$ cat config.mk
export PLATFORM = sky130hd
export DESIGN_NAME = sha1_hash_top
export DESIGN_NICKNAME = d
export VERILOG_FILES = /design/src/rtl/core/sha1_pkg.sv /design/src/rtl/core/sha1_hash_top.sv /design/src/rtl/core/sha1_front.sv /design/src/rtl/core/sha1_queue.sv /design/src/rtl/core/sha1_back.sv
export SDC_FILE = /design/constraint.sdc
export NUM_CORES = 2
export LEC_CHECK = 0
export ABC_AREA = 1
export BUFFER_PORTS_ARGS = -buffer_cell sky130_fd_sc_hd__buf_2
export CORE_MARGIN = 2
export CORE_UTILIZATION = 55
export CTS_BUF_LIST = sky130_fd_sc_hd__clkbuf_2
export DETAILED_ROUTE_END_ITERATION = 16
export PLACE_DENSITY = 0.71
export SYNTH_ARGS = -nofsm -noshare
export SYNTH_HDL_FRONTEND = slang
export SYNTH_SLANG_ARGS = --single-unit
$ cat constraint.sdc
create_clock -name clk -period 22 [get_ports clk]
set_input_delay 4.4 -clock clk [delete_from_list [all_inputs] [get_ports clk]]
set_output_delay 4.4 -clock clk [all_outputs]
set_load 0.005 [all_outputs]
$ cat src/rtl/core/sha1_pkg.sv
// Package for the SHA-1 hash block: item types, queue entry, state enums and constants.
// Used by every module under rtl/core; depends on nothing.
package sha1_pkg;

  localparam int SHA1_QUEUE_DEPTH = 4;

  localparam logic [4:0][31:0] SHA1_IV = {
    32'hC3D2E1F0, 32'h10325476, 32'h98BADCFE, 32'hEFCDAB89, 32'h67452301
  };

  localparam logic [31:0] SHA1_K0 = 32'h5A827999;
  localparam logic [31:0] SHA1_K1 = 32'h6ED9EBA1;
  localparam logic [31:0] SHA1_K2 = 32'h8F1BBCDC;
  localparam logic [31:0] SHA1_K3 = 32'hCA62C1D6;

  localparam logic [7:0] SHA1_PAD_BYTE = 8'h80;

  localparam logic KIND_DATA   = 1'b0;
  localparam logic KIND_FINISH = 1'b1;

  typedef struct packed {
    logic       kind;
    logic [7:0] data_byte;
  } in_item_t;

  typedef struct packed {
    logic [31:0] digest_word;
    logic [2:0]  word_index;
    logic        last_word;
    logic        overflow;
  } out_item_t;

  typedef struct packed {
    logic [31:0] word;
    logic        blk_end;
    logic        final_blk;
    logic        ovf;
  } q_entry_t;

  typedef enum logic {
    F_DATA,
    F_PAD
  } front_state_t;

  typedef enum logic [1:0] {
    B_LOAD,
    B_ROUND,
    B_FINAL
  } back_state_t;

endpackage

$ cat src/rtl/core/sha1_hash_top.sv
// Top level of the SHA-1 hash block: front end, word queue and compression engine.
// Depends on sha1_pkg, sha1_front, sha1_queue and sha1_back.
//
// Usage: items enter through a queue-style port. An item is taken at a clock edge with
// push high and full low. A data item (kind 0) adds one message byte; a finish item
// (kind 1) pads the message and yields five digest words, word 0 first, the fifth with
// last_word set. Results leave through a queue-style port: the oldest word is on out_item
// while empty is low and is taken at an edge with pop high.
// Bytes are taken at most one per cycle while full is low and packed into words that a
// short queue (four words by default) carries to the compression engine. The engine
// loads the 16 words of a block, runs 80 rounds (one round per cycle) and then does the
// chaining update. The front end stalls once the queue fills during the rounds.
// A finish transaction pushes up to 18 padding words; the first digest word shows after
// the last padded block is compressed, which takes an extra block when the length does
// not fit in the current one, later still if earlier blocks are still in flight.
// While the digest waits to be taken, the next message is gathered and its blocks are
// compressed; only the next digest waits for the output to drain.
// The synchronous reset rst_n clears all control state and loads the initial chaining
// values; no clearing pass follows.
module sha1_hash_top
  import sha1_pkg::*;
#(
  parameter int QUEUE_DEPTH = SHA1_QUEUE_DEPTH
) (
  input  logic      clk,
  input  logic      rst_n,
  input  logic      push,
  output logic      full,
  input  in_item_t  in_item,
  output logic      empty,
  input  logic      pop,
  output out_item_t out_item
);

  logic     q_push, q_full, q_pop, q_empty;
  q_entry_t q_wr_entry, q_rd_entry;

  sha1_front u_front (
    .clk     (clk),
    .rst_n   (rst_n),
    .push    (push),
    .full    (full),
    .in_item (in_item),
    .q_full  (q_full),
    .q_push  (q_push),
    .q_entry (q_wr_entry)
  );

  sha1_queue #(
    .DEPTH (QUEUE_DEPTH)
  ) u_queue (
    .clk      (clk),
    .rst_n    (rst_n),
    .wr_en    (q_push),
    .wr_entry (q_wr_entry),
    .full     (q_full),
    .rd_en    (q_pop),
    .rd_entry (q_rd_entry),
    .empty    (q_empty)
  );

  sha1_back u_back (
    .clk      (clk),
    .rst_n    (rst_n),
    .q_empty  (q_empty),
    .q_entry  (q_rd_entry),
    .q_pop    (q_pop),
    .empty    (empty),
    .pop      (pop),
    .out_item (out_item)
  );

endmodule

$ cat src/rtl/core/sha1_front.sv
// SHA-1 front end: takes message bytes and finish commands, packs words, pads the message.
// Depends on sha1_pkg; feeds sha1_queue.
module sha1_front
  import sha1_pkg::*;
(
  input  logic     clk,
  input  logic     rst_n,
  input  logic     push,
  output logic     full,
  input  in_item_t in_item,
  input  logic     q_full,
  output logic     q_push,
  output q_entry_t q_entry
);

  front_state_t state_r, state_nxt;
  logic [23:0]  acc_r, acc_nxt;
  logic [5:0]   fill_r, fill_nxt;
  logic [63:0]  bits_r, bits_nxt;
  logic         ovf_r, ovf_nxt;
  logic [3:0]   pos_r, pos_nxt;
  logic         first_r, first_nxt;
  logic         len_blk_r, len_blk_nxt;
  logic [31:0]  pad_first;
  logic         accept;

  always_ff @(posedge clk) begin
    if (!rst_n) begin
      state_r   <= F_DATA;
      fill_r    <= '0;
      bits_r    <= '0;
      ovf_r     <= 1'b0;
      pos_r     <= '0;
      first_r   <= 1'b0;
      len_blk_r <= 1'b0;
    end else begin
      state_r   <= state_nxt;
      fill_r    <= fill_nxt;
      bits_r    <= bits_nxt;
      ovf_r     <= ovf_nxt;
      pos_r     <= pos_nxt;
      first_r   <= first_nxt;
      len_blk_r <= len_blk_nxt;
    end
  end

  always_ff @(posedge clk) begin
    acc_r <= acc_nxt;
  end

  always_comb begin
    case (fill_r[1:0])
      2'd0:    pad_first = {SHA1_PAD_BYTE, 24'd0};
      2'd1:    pad_first = {acc_r[7:0], SHA1_PAD_BYTE, 16'd0};
      2'd2:    pad_first = {acc_r[15:0], SHA1_PAD_BYTE, 8'd0};
      default: pad_first = {acc_r, SHA1_PAD_BYTE};
    endcase
  end

  assign full   = (state_r != F_DATA) || q_full;
  assign accept = push && !full;

  always_comb begin
    state_nxt   = state_r;
    acc_nxt     = acc_r;
    fill_nxt    = fill_r;
    bits_nxt    = bits_r;
    ovf_nxt     = ovf_r;
    pos_nxt     = pos_r;
    first_nxt   = first_r;
    len_blk_nxt = len_blk_r;
    q_push      = 1'b0;
    q_entry     = '{word: {acc_r, in_item.data_byte}, blk_end: (fill_r == 6'd63),
                    final_blk: 1'b0, ovf: ovf_r};
    case (state_r)
      F_DATA: begin
        if (accept && in_item.kind == KIND_DATA) begin
          if (&bits_r[63:3]) begin
            ovf_nxt = 1'b1;
          end else begin
            acc_nxt  = {acc_r[15:0], in_item.data_byte};
            fill_nxt = fill_r + 6'd1;
            bits_nxt = bits_r + 64'd8;
            q_push   = (fill_r[1:0] == 2'd3);
          end
        end else if (accept && in_item.kind == KIND_FINISH) begin
          state_nxt   = F_PAD;
          pos_nxt     = fill_r[5:2];
          first_nxt   = 1'b1;
          len_blk_nxt = (fill_r[5:3] != 3'b111);
        end
      end
      F_PAD: begin
        if (first_r) begin
          q_entry.word = pad_first;
        end else if (len_blk_r && pos_r == 4'd14) begin
          q_entry.word = bits_r[63:32];
        end else if (len_blk_r && pos_r == 4'd15) begin
          q_entry.word = bits_r[31:0];
        end else begin
          q_entry.word = '0;
        end
        q_entry.blk_end   = (pos_r == 4'd15);
        q_entry.final_blk = len_blk_r && (pos_r == 4'd15);
        if (!q_full) begin
          q_push    = 1'b1;
          pos_nxt   = pos_r + 4'd1;
          first_nxt = 1'b0;
          if (pos_r == 4'd15) begin
            if (len_blk_r) begin
              state_nxt = F_DATA;
              fill_nxt  = '0;
              bits_nxt  = '0;
              ovf_nxt   = 1'b0;
            end else begin
              len_blk_nxt = 1'b1;
            end
          end
        end
      end
      default: state_nxt = F_DATA;
    endcase
  end

endmodule

$ cat src/rtl/core/sha1_queue.sv
// Short word queue between the SHA-1 front end and the compression engine.
// Depends on sha1_pkg for the entry type.
module sha1_queue
  import sha1_pkg::*;
#(
  parameter int DEPTH = SHA1_QUEUE_DEPTH
) (
  input  logic     clk,
  input  logic     rst_n,
  input  logic     wr_en,
  input  q_entry_t wr_entry,
  output logic     full,
  input  logic     rd_en,
  output q_entry_t rd_entry,
  output logic     empty
);

  localparam int PTR_W = (DEPTH > 1) ? $clog2(DEPTH) : 1;
  localparam int CNT_W = $clog2(DEPTH + 1);

  q_entry_t           mem [DEPTH];
  logic [PTR_W-1:0]   wr_ptr_r, wr_ptr_nxt;
  logic [PTR_W-1:0]   rd_ptr_r, rd_ptr_nxt;
  logic [CNT_W-1:0]   cnt_r, cnt_nxt;
  logic               do_wr, do_rd;

  assign full     = (cnt_r == CNT_W'(DEPTH));
  assign empty    = (cnt_r == '0);
  assign do_wr    = wr_en && !full;
  assign do_rd    = rd_en && !empty;
  assign rd_entry = mem[rd_ptr_r];

  always_comb begin
    wr_ptr_nxt = wr_ptr_r;
    rd_ptr_nxt = rd_ptr_r;
    cnt_nxt    = cnt_r;
    if (do_wr) begin
      wr_ptr_nxt = (wr_ptr_r == PTR_W'(DEPTH - 1)) ? '0 : wr_ptr_r + PTR_W'(1);
    end
    if (do_rd) begin
      rd_ptr_nxt = (rd_ptr_r == PTR_W'(DEPTH - 1)) ? '0 : rd_ptr_r + PTR_W'(1);
    end
    if (do_wr && !do_rd) begin
      cnt_nxt = cnt_r + CNT_W'(1);
    end else if (do_rd && !do_wr) begin
      cnt_nxt = cnt_r - CNT_W'(1);
    end
  end

  always_ff @(posedge clk) begin
    if (!rst_n) begin
      wr_ptr_r <= '0;
      rd_ptr_r <= '0;
      cnt_r    <= '0;
    end else begin
      wr_ptr_r <= wr_ptr_nxt;
      rd_ptr_r <= rd_ptr_nxt;
      cnt_r    <= cnt_nxt;
    end
  end

  always_ff @(posedge clk) begin
    if (do_wr) begin
      mem[wr_ptr_r] <= wr_entry;
    end
  end

endmodule

$ cat src/rtl/core/sha1_back.sv
// SHA-1 compression engine: loads 16 block words, runs 80 rounds, holds the digest for output.
// Depends on sha1_pkg; fed by sha1_queue.
module sha1_back
  import sha1_pkg::*;
(
  input  logic      clk,
  input  logic      rst_n,
  input  logic      q_empty,
  input  q_entry_t  q_entry,
  output logic      q_pop,
  output logic      empty,
  input  logic      pop,
  output out_item_t out_item
);

  back_state_t state_r, state_nxt;
  logic [31:0] hash_r [5];
  logic [31:0] w_r [16];
  logic [31:0] a_r, b_r, c_r, d_r, e_r;
  logic [6:0]  round_r;
  logic        fin_r, ovf_r;
  logic [31:0] out_words_r [5];
  logic [2:0]  out_idx_r;
  logic        out_busy_r, out_ovf_r;
  logic [31:0] f_val, k_val, t_val, w_new;
  logic [31:0] sum [5];

  assign q_pop = (state_r == B_LOAD) && !q_empty;
  assign empty = !out_busy_r;

  assign out_item = '{digest_word: out_words_r[0], word_index: out_idx_r,
                      last_word: (out_idx_r == 3'd4), overflow: out_ovf_r};

  always_comb begin
    if (round_r < 7'd20) begin
      f_val = d_r ^ (b_r & (c_r ^ d_r));
      k_val = SHA1_K0;
    end else if (round_r < 7'd40) begin
      f_val = b_r ^ c_r ^ d_r;
      k_val = SHA1_K1;
    end else if (round_r < 7'd60) begin
      f_val = (b_r & c_r) | (d_r & (b_r | c_r));
      k_val = SHA1_K2;
    end else begin
      f_val = b_r ^ c_r ^ d_r;
      k_val = SHA1_K3;
    end
    t_val = {a_r[26:0], a_r[31:27]} + f_val + e_r + w_r[0] + k_val;
    w_new = w_r[13] ^ w_r[8] ^ w_r[2] ^ w_r[0];
    w_new = {w_new[30:0], w_new[31]};
    sum[0] = hash_r[0] + a_r;
    sum[1] = hash_r[1] + b_r;
    sum[2] = hash_r[2] + c_r;
    sum[3] = hash_r[3] + d_r;
    sum[4] = hash_r[4] + e_r;
  end

  always_comb begin
    state_nxt = state_r;
    case (state_r)
      B_LOAD: begin
        if (q_pop && q_entry.blk_end) begin
          state_nxt = B_ROUND;
        end
      end
      B_ROUND: begin
        if (round_r == 7'd79) begin
          state_nxt = B_FINAL;
        end
      end
      B_FINAL: begin
        if (!fin_r || !out_busy_r) begin
          state_nxt = B_LOAD;
        end
      end
      default: state_nxt = B_LOAD;
    endcase
  end

  always_ff @(posedge clk) begin
    if (!rst_n) begin
      state_r    <= B_LOAD;
      out_busy_r <= 1'b0;
      out_idx_r  <= '0;
      round_r    <= '0;
      fin_r      <= 1'b0;
      ovf_r      <= 1'b0;
      for (int i = 0; i < 5; i++) begin
        hash_r[i] <= SHA1_IV[i];
      end
    end else begin
      state_r <= state_nxt;
      if (q_pop && q_entry.blk_end) begin
        fin_r   <= q_entry.final_blk;
        ovf_r   <= q_entry.ovf;
        round_r <= '0;
      end else if (state_r == B_ROUND) begin
        round_r <= round_r + 7'd1;
      end
      if (pop && out_busy_r) begin
        out_idx_r <= out_idx_r + 3'd1;
        if (out_idx_r == 3'd4) begin
          out_busy_r <= 1'b0;
        end
      end
      if (state_r == B_FINAL) begin
        if (!fin_r) begin
          for (int i = 0; i < 5; i++) begin
            hash_r[i] <= sum[i];
          end
        end else if (!out_busy_r) begin
          for (int i = 0; i < 5; i++) begin
            hash_r[i] <= SHA1_IV[i];
          end
          out_busy_r <= 1'b1;
          out_idx_r  <= '0;
          out_ovf_r  <= ovf_r;
        end
      end
    end
  end

  always_ff @(posedge clk) begin
    if (q_pop) begin
      for (int i = 0; i < 15; i++) begin
        w_r[i] <= w_r[i+1];
      end
      w_r[15] <= q_entry.word;
      a_r     <= hash_r[0];
      b_r     <= hash_r[1];
      c_r     <= hash_r[2];
      d_r     <= hash_r[3];
      e_r     <= hash_r[4];
    end else if (state_r == B_ROUND) begin
      for (int i = 0; i < 15; i++) begin
        w_r[i] <= w_r[i+1];
      end
      w_r[15] <= w_new;
      a_r     <= t_val;
      b_r     <= a_r;
      c_r     <= {b_r[1:0], b_r[31:2]};
      d_r     <= c_r;
      e_r     <= d_r;
    end
    if (state_r == B_FINAL && fin_r && !out_busy_r) begin
      for (int i = 0; i < 5; i++) begin
        out_words_r[i] <= sum[i];
      end
    end else if (pop && out_busy_r) begin
      for (int i = 0; i < 4; i++) begin
        out_words_r[i] <= out_words_r[i+1];
      end
    end
  end

endmodule
---- Yosys cells after proc, flatten, opt, wreduce, memory -nomap -nowiden ----
Memories as Yosys holds them, arrays and structs flattened. A register that Yosys moved wholly into a read port is not among the register bits.
Cells that the tools add are included.
cells by class
  divide/modulo/power cells ............... 0
  reductions and logical operators ........ 37
  bitwise logic cells ..................... 47
  equality and inequality tests ........... 25
  add/subtract/negate cells ............... 18
  shift operators ......................... 0
  multipliers ............................. 0
  $lt $le $gt $ge ......................... 3
  muxes and demuxes ....................... 133
operator list
  kind                     number
  $mux W32                 48
  $mux W64                 5
  $add A32 B32 Y32         9
  $xor A32 B32 Y32         7
  $pmux W64 S2             1
  $and A32 B32 Y32         3
  $pmux W32 S3             1
  $add A64 B4 Y64 const B  1
  $or A32 B32 Y32          2
  $reduce_and A61 Y1       1
  $mux W1                  47
  $mux W34                 1
  $mux W31                 1
  $mux W6                  5
  $or A1 B1 Y1             30
  $mux W3                  6
  $logic_and A1 B1 Y1      14
  $lt A7 B6 Y1 const B     2
  $mux W2                  7
  $mux W4                  3
  $ne A2 B2 Y1 const B     6
  $pmux W6 S2              1
  $eq A2 B2 Y1 const B     5
  $ne A2 B1 Y1 const B     5
  other kinds (26)         52
word-level totals
  memories ................................ 4
  memory bits (read-only) ................. 0
  output and inout port bits .............. 39
  bits of input ports ..................... 13
  RAM bits ................................ 972
  register bits after elaboration ......... 285
  latch bits .............................. 0
memory list
  memory              words  width  read ports  clocked after Yosys merged registers in  wr ports  RTL line          text
  u_back.w_r          16     32     16          0                                        16        sha1_back.sv:18   logic [31:0] w_r [16];
  u_back.hash_r       5      32     5           0                                        5         sha1_back.sv:17   logic [31:0] hash_r [5];
  u_back.out_words_r  5      32     5           0                                        5         sha1_back.sv:22   logic [31:0] out_words_r [5];
  u_queue.mem         4      35     1           1                                        1         sha1_queue.sv:21  q_entry_t mem [DEPTH];

---- Logic depth before layout (Yosys ltp) ----
  depth after elaboration ................. 12
  depth in mapped cells ................... 28

---- Cells and area by module ----
From an unflattened synthesis, not the netlist that was laid out.
unflattened totals
  cell total of the unflattened synthesis .. 6882
  area total of the unflattened synthesis .. 65688.0 µm²
modules (own cells, without submodules)
  module      sequential area each (µm²)  times used  area an instance (µm²)  cells an instance
  sha1_back   30118.9                     1           52786.9                 5250
  sha1_front  2222.1                      1           7223.2                  1222
  sha1_queue  4384.2                      1           5677.9                  410

---- Worst setup path before layout ----
Ideal clock, no wire load.
  kind .................................... flip-flop to flip-flop
  start ................................... register u_queue.cnt_r[1]
  end ..................................... register u_back.a_r[0], enable pin
  required time ........................... 17299 ps
  path buffers ............................ 2
  arrival ................................. 12058 ps
  cell stages (with the launch flop) ...... 7
  setup slack ............................. 5242 ps
  period minus slack after synthesis ...... 16758 ps
  cell sequence ........................... dfxtp_1 > inv_1 > nand3_1 > nand2_1 > clkbuf_1 > clkbuf_1 > nand2_1
on the way
  word-level cells in the longest chain between the ends .. 4
RTL lines
  what                                 RTL line          text
  start: declaration                   sha1_queue.sv:24  logic [CNT_W-1:0] cnt_r, cnt_nxt;
  start signal: assignment             sha1_queue.sv:58  cnt_r <= cnt_nxt;
  $logic_not A3 Y1                     sha1_queue.sv:28  assign empty = (cnt_r == '0);
  $logic_not A1 Y1                     sha1_back.sv:28   assign q_pop = (state_r == B_LOAD) && !q_empty;
  $logic_and A1 B1 Y1                  sha1_back.sv:28
  $reduce_bool A2 Y1 (no source line)  -
  end signal: assignment               sha1_back.sv:129  a_r <= hash_r[0];
  end signal: assignment               sha1_back.sv:139  a_r <= t_val;
  end: declaration                     sha1_back.sv:19   logic [31:0] a_r, b_r, c_r, d_r, e_r;
Every way passes these cells.
A chain may end at the register's enable or synchronous reset.

---- Final worst setup path ----
  start ................................... register u_front.state_r
  end ..................................... output full
on the way
  word-level cells in the longest chain between the ends .. 1
RTL lines
  what                      RTL line             text
  start: declaration        sha1_front.sv:16     front_state_t state_r, state_nxt;
  start signal: assignment  sha1_front.sv:37     state_r <= state_nxt;
  $logic_or A1 B1 Y1        sha1_front.sv:60     assign full = (state_r != F_DATA) || q_full;
  end: declaration          sha1_hash_top.sv:28  output logic full,
Every way passes these cells.

==> results.py <==
metrics = {
    "final_layout": {
        "nets": 7298,
        "drive_gt1_share_pct": 9.15,
        "final_cell_mix": "nand2_1 (1837), edfxtp_1 (1157), nor2_1 (756)",
        "utilization_pct": 59.5,
        "layout_commonest_cell": "nand2_1",
        "area_growth_pct": 7.13,
    },
    "cts": {
        "clk_pin_slew_worst_paths_ns": 0.10,
        "cts-resized-gates": 0,
        "clock_tree.htree_level_count": 5,
        "cts_hold_buf": 0,
        "numCtsBuffers": 334,
        "cts_buffer_depth": 4,
        "clkSinkCount": 1256,
        "postCtsSetupRepairBufs": 0,
        "clk_latency_ns": 1.72,
        "cts_tree": "yes",
        "root_buffer": "clkbuf_2",
    },
    "logic_synthesis": {
        "yosys_most_used_dff": "edfxtp_1",
        "synth_area_per_cell_um2": 9.65,
        "netlist_area_um2": 64600,
        "ys_ff_latch": 1256,
        "synth_nets": 7044,
        "synth_cells": 6698,
        "synth_cell_types": 51,
        "synthArstFlopShare_pct": 0,
        "yosysWarnings": 0,
        "yosysSeqAreaShare_pct": 56.8,
        "synth_edf_count": 1157,
    },
    "flow_run": {
        "drv_cap": 0,
    },
    "critical_path": {
        "crit_start": "u_front.state_r",
        "start_kind": "flip-flop",
        "crit_fanout": 63,
        "r2r-start": "u_back.round_r[6]",
        "arrival_ns": 3.43,
        "worst_r2r_endpoint": "u_back.a_r[25]",
        "r2r_setup_slack_ns": 15.53,
        "end_kind": "primary output",
        "worstRegToRegCells": 25,
        "cp.required_ns": 17.60,
        "crit_type": "reg -> out",
    },
    "timing": {
        "finalHoldViolations": 0,
        "finalMaxSlewViolations": 0,
        "relSlewSlack_pct": 21.8,
        "hold_ws_ns": 0.325,
        "setup_tns_ns": 0,
        "fmax_ghz": 0.128,
        "grt_setup_unrepaired": "false",
        "min_period_ns": 7.83,
        "skew_ns": 0.154,
        "worst_pin_slew_ns": 1.17,
        "fin_crit_sh_pct": 35.6,
        "setup_viol": 0,
    },
    "routing": {
        "vias": 50400,
        "first_pass_iters": 6,
        "dr.first_iter.drc_count": 6746,
        "vias_per_cell": 5.80,
        "wl_per_cell_um": 23.1,
        "ant_nets": 0,
        "routed_wl_um": 201000,
        "drc": 0,
    },
    "grt": {
        "grt_pass1_wl_um": 294000,
        "first_global_vias": 47300,
        "overflow": 0,
        "grt_usage_pct": 33.0,
        "antenna_found_initial": 9,
        "grt_max_degree": 145,
    },
    "floorplanning": {
        "start_util_pct": 55.5,
        "dieArea_um2": 120000,
        "fp.dieH_um": 347,
        "dieWidth_um": 347,
        "coreArea_um2": 116000,
        "io_pins": 52,
        "rows": 125,
    },
    "run_status": {
        "status": "finished, final reports clean",
    },
    "min_path": {
        "worstHoldPathType": "reg -> reg",
        "hold_end": "u_back.w_r[2][59]",
        "hold_start": "u_back.w_r[2][91]",
        "min_path_cells": 0,
    },
    "placement": {
        "io_buffer_count": 51,
        "gp_congestion": 1.04,
        "dp.final_hpwl_um": 148000,
    },
}
## sequential cells by signal, summed over array words and instances, names as in the netlist, 61 cells and up, named ones only
register	flops
u_back.w_r	512
u_back.out_words_r	160
u_queue.mem	140
u_back.hash_r	160
u_front.bits_r	61
## worst max-delay path by stage
stage | end | slack (ns) | cells past startpoint
floorplan | u_back.a_r[0] | 5.24 | 6
global placement | u_back.hash_r[0][25] | 14.40 | 6
detailed placement | u_back.hash_r[0][22] | 14.34 | 6
CTS | full | 13.93 | 4
global route | full | 13.87 | 4
finish | full | 14.17 | 4
## kinds of logic (layout without fill, tap and decap cells)
| logic type | Yosys count | count (layout) | synth area share, % |
|---|---|---|---|
| simple gates | 3142 | 3142 | 19.7 |
| flops | 1256 | 1256 | 56.8 |
| compound gates | 906 | 906 | 7.72 |
| buf+inv | 868 | 1336 | 5.17 |
| fa+ha+maj | 333 | 333 | 7.90 |
| xor+xnor | 193 | 193 | 2.62 |
| other cells | 0 | 2 | 0 |
## cell usage after synthesis (99+ instances only)
library cell | n | share of area, %
a21oi_1 | 357 | 2.8
clkbuf_1 | 137 | 0.80
dfxtp_1 | 99 | 3.1
edfxtp_1 | 1157 | 54
fa_1 | 125 | 3.9
ha_1 | 208 | 4.0
inv_1 | 690 | 4.0
nand2_1 | 1842 | 11
nand3_1 | 335 | 2.6
nor2_1 | 763 | 4.4
o21ai_0 | 370 | 2.9
xnor2_1 | 114 | 1.5
## area by class of cell
class	count	area, um2
fillers	10200	47100
flip-flops and latches	1256	36700
multi-input cells	4574	24600
inverters	703	2650
clock buffers	465	2330
well taps	1524	1910
repair buffers	83	508
clock inverters	85	467
diodes	2	5.00
## critical path: stages (launching register included)
cell	delay, ns
dfxtp_2	0.32
buf_4	0.61
inv_2	0.56
nand2_1	0.22
buf_2	0.13
## per-stage QoR
step | instance area [um2] | worst slack (ns) | cells
after floorplan | 64600 | 5.24 | 6698
after global placement | 66400 | 14.40 | 8140
after detailed placement | 66400 | 14.34 | 8140
after CTS | 69200 | 13.93 | 8690
after global routing | 69200 | 13.87 | 8692
final | 69200 | 14.17 | 8692
## metal layers
metal	track usage (%)	up-vias	wire [um]
li1	-	23200	-
met1	48.0	24000	84300
met2	47.2	2759	84500
met3	8.68	428	24100
met4	13.0	4	7850
met5	0	-	19
Power is not shown: default switching activity piles up to over one toggle a cycle in this logic, so the estimate is an artifact.
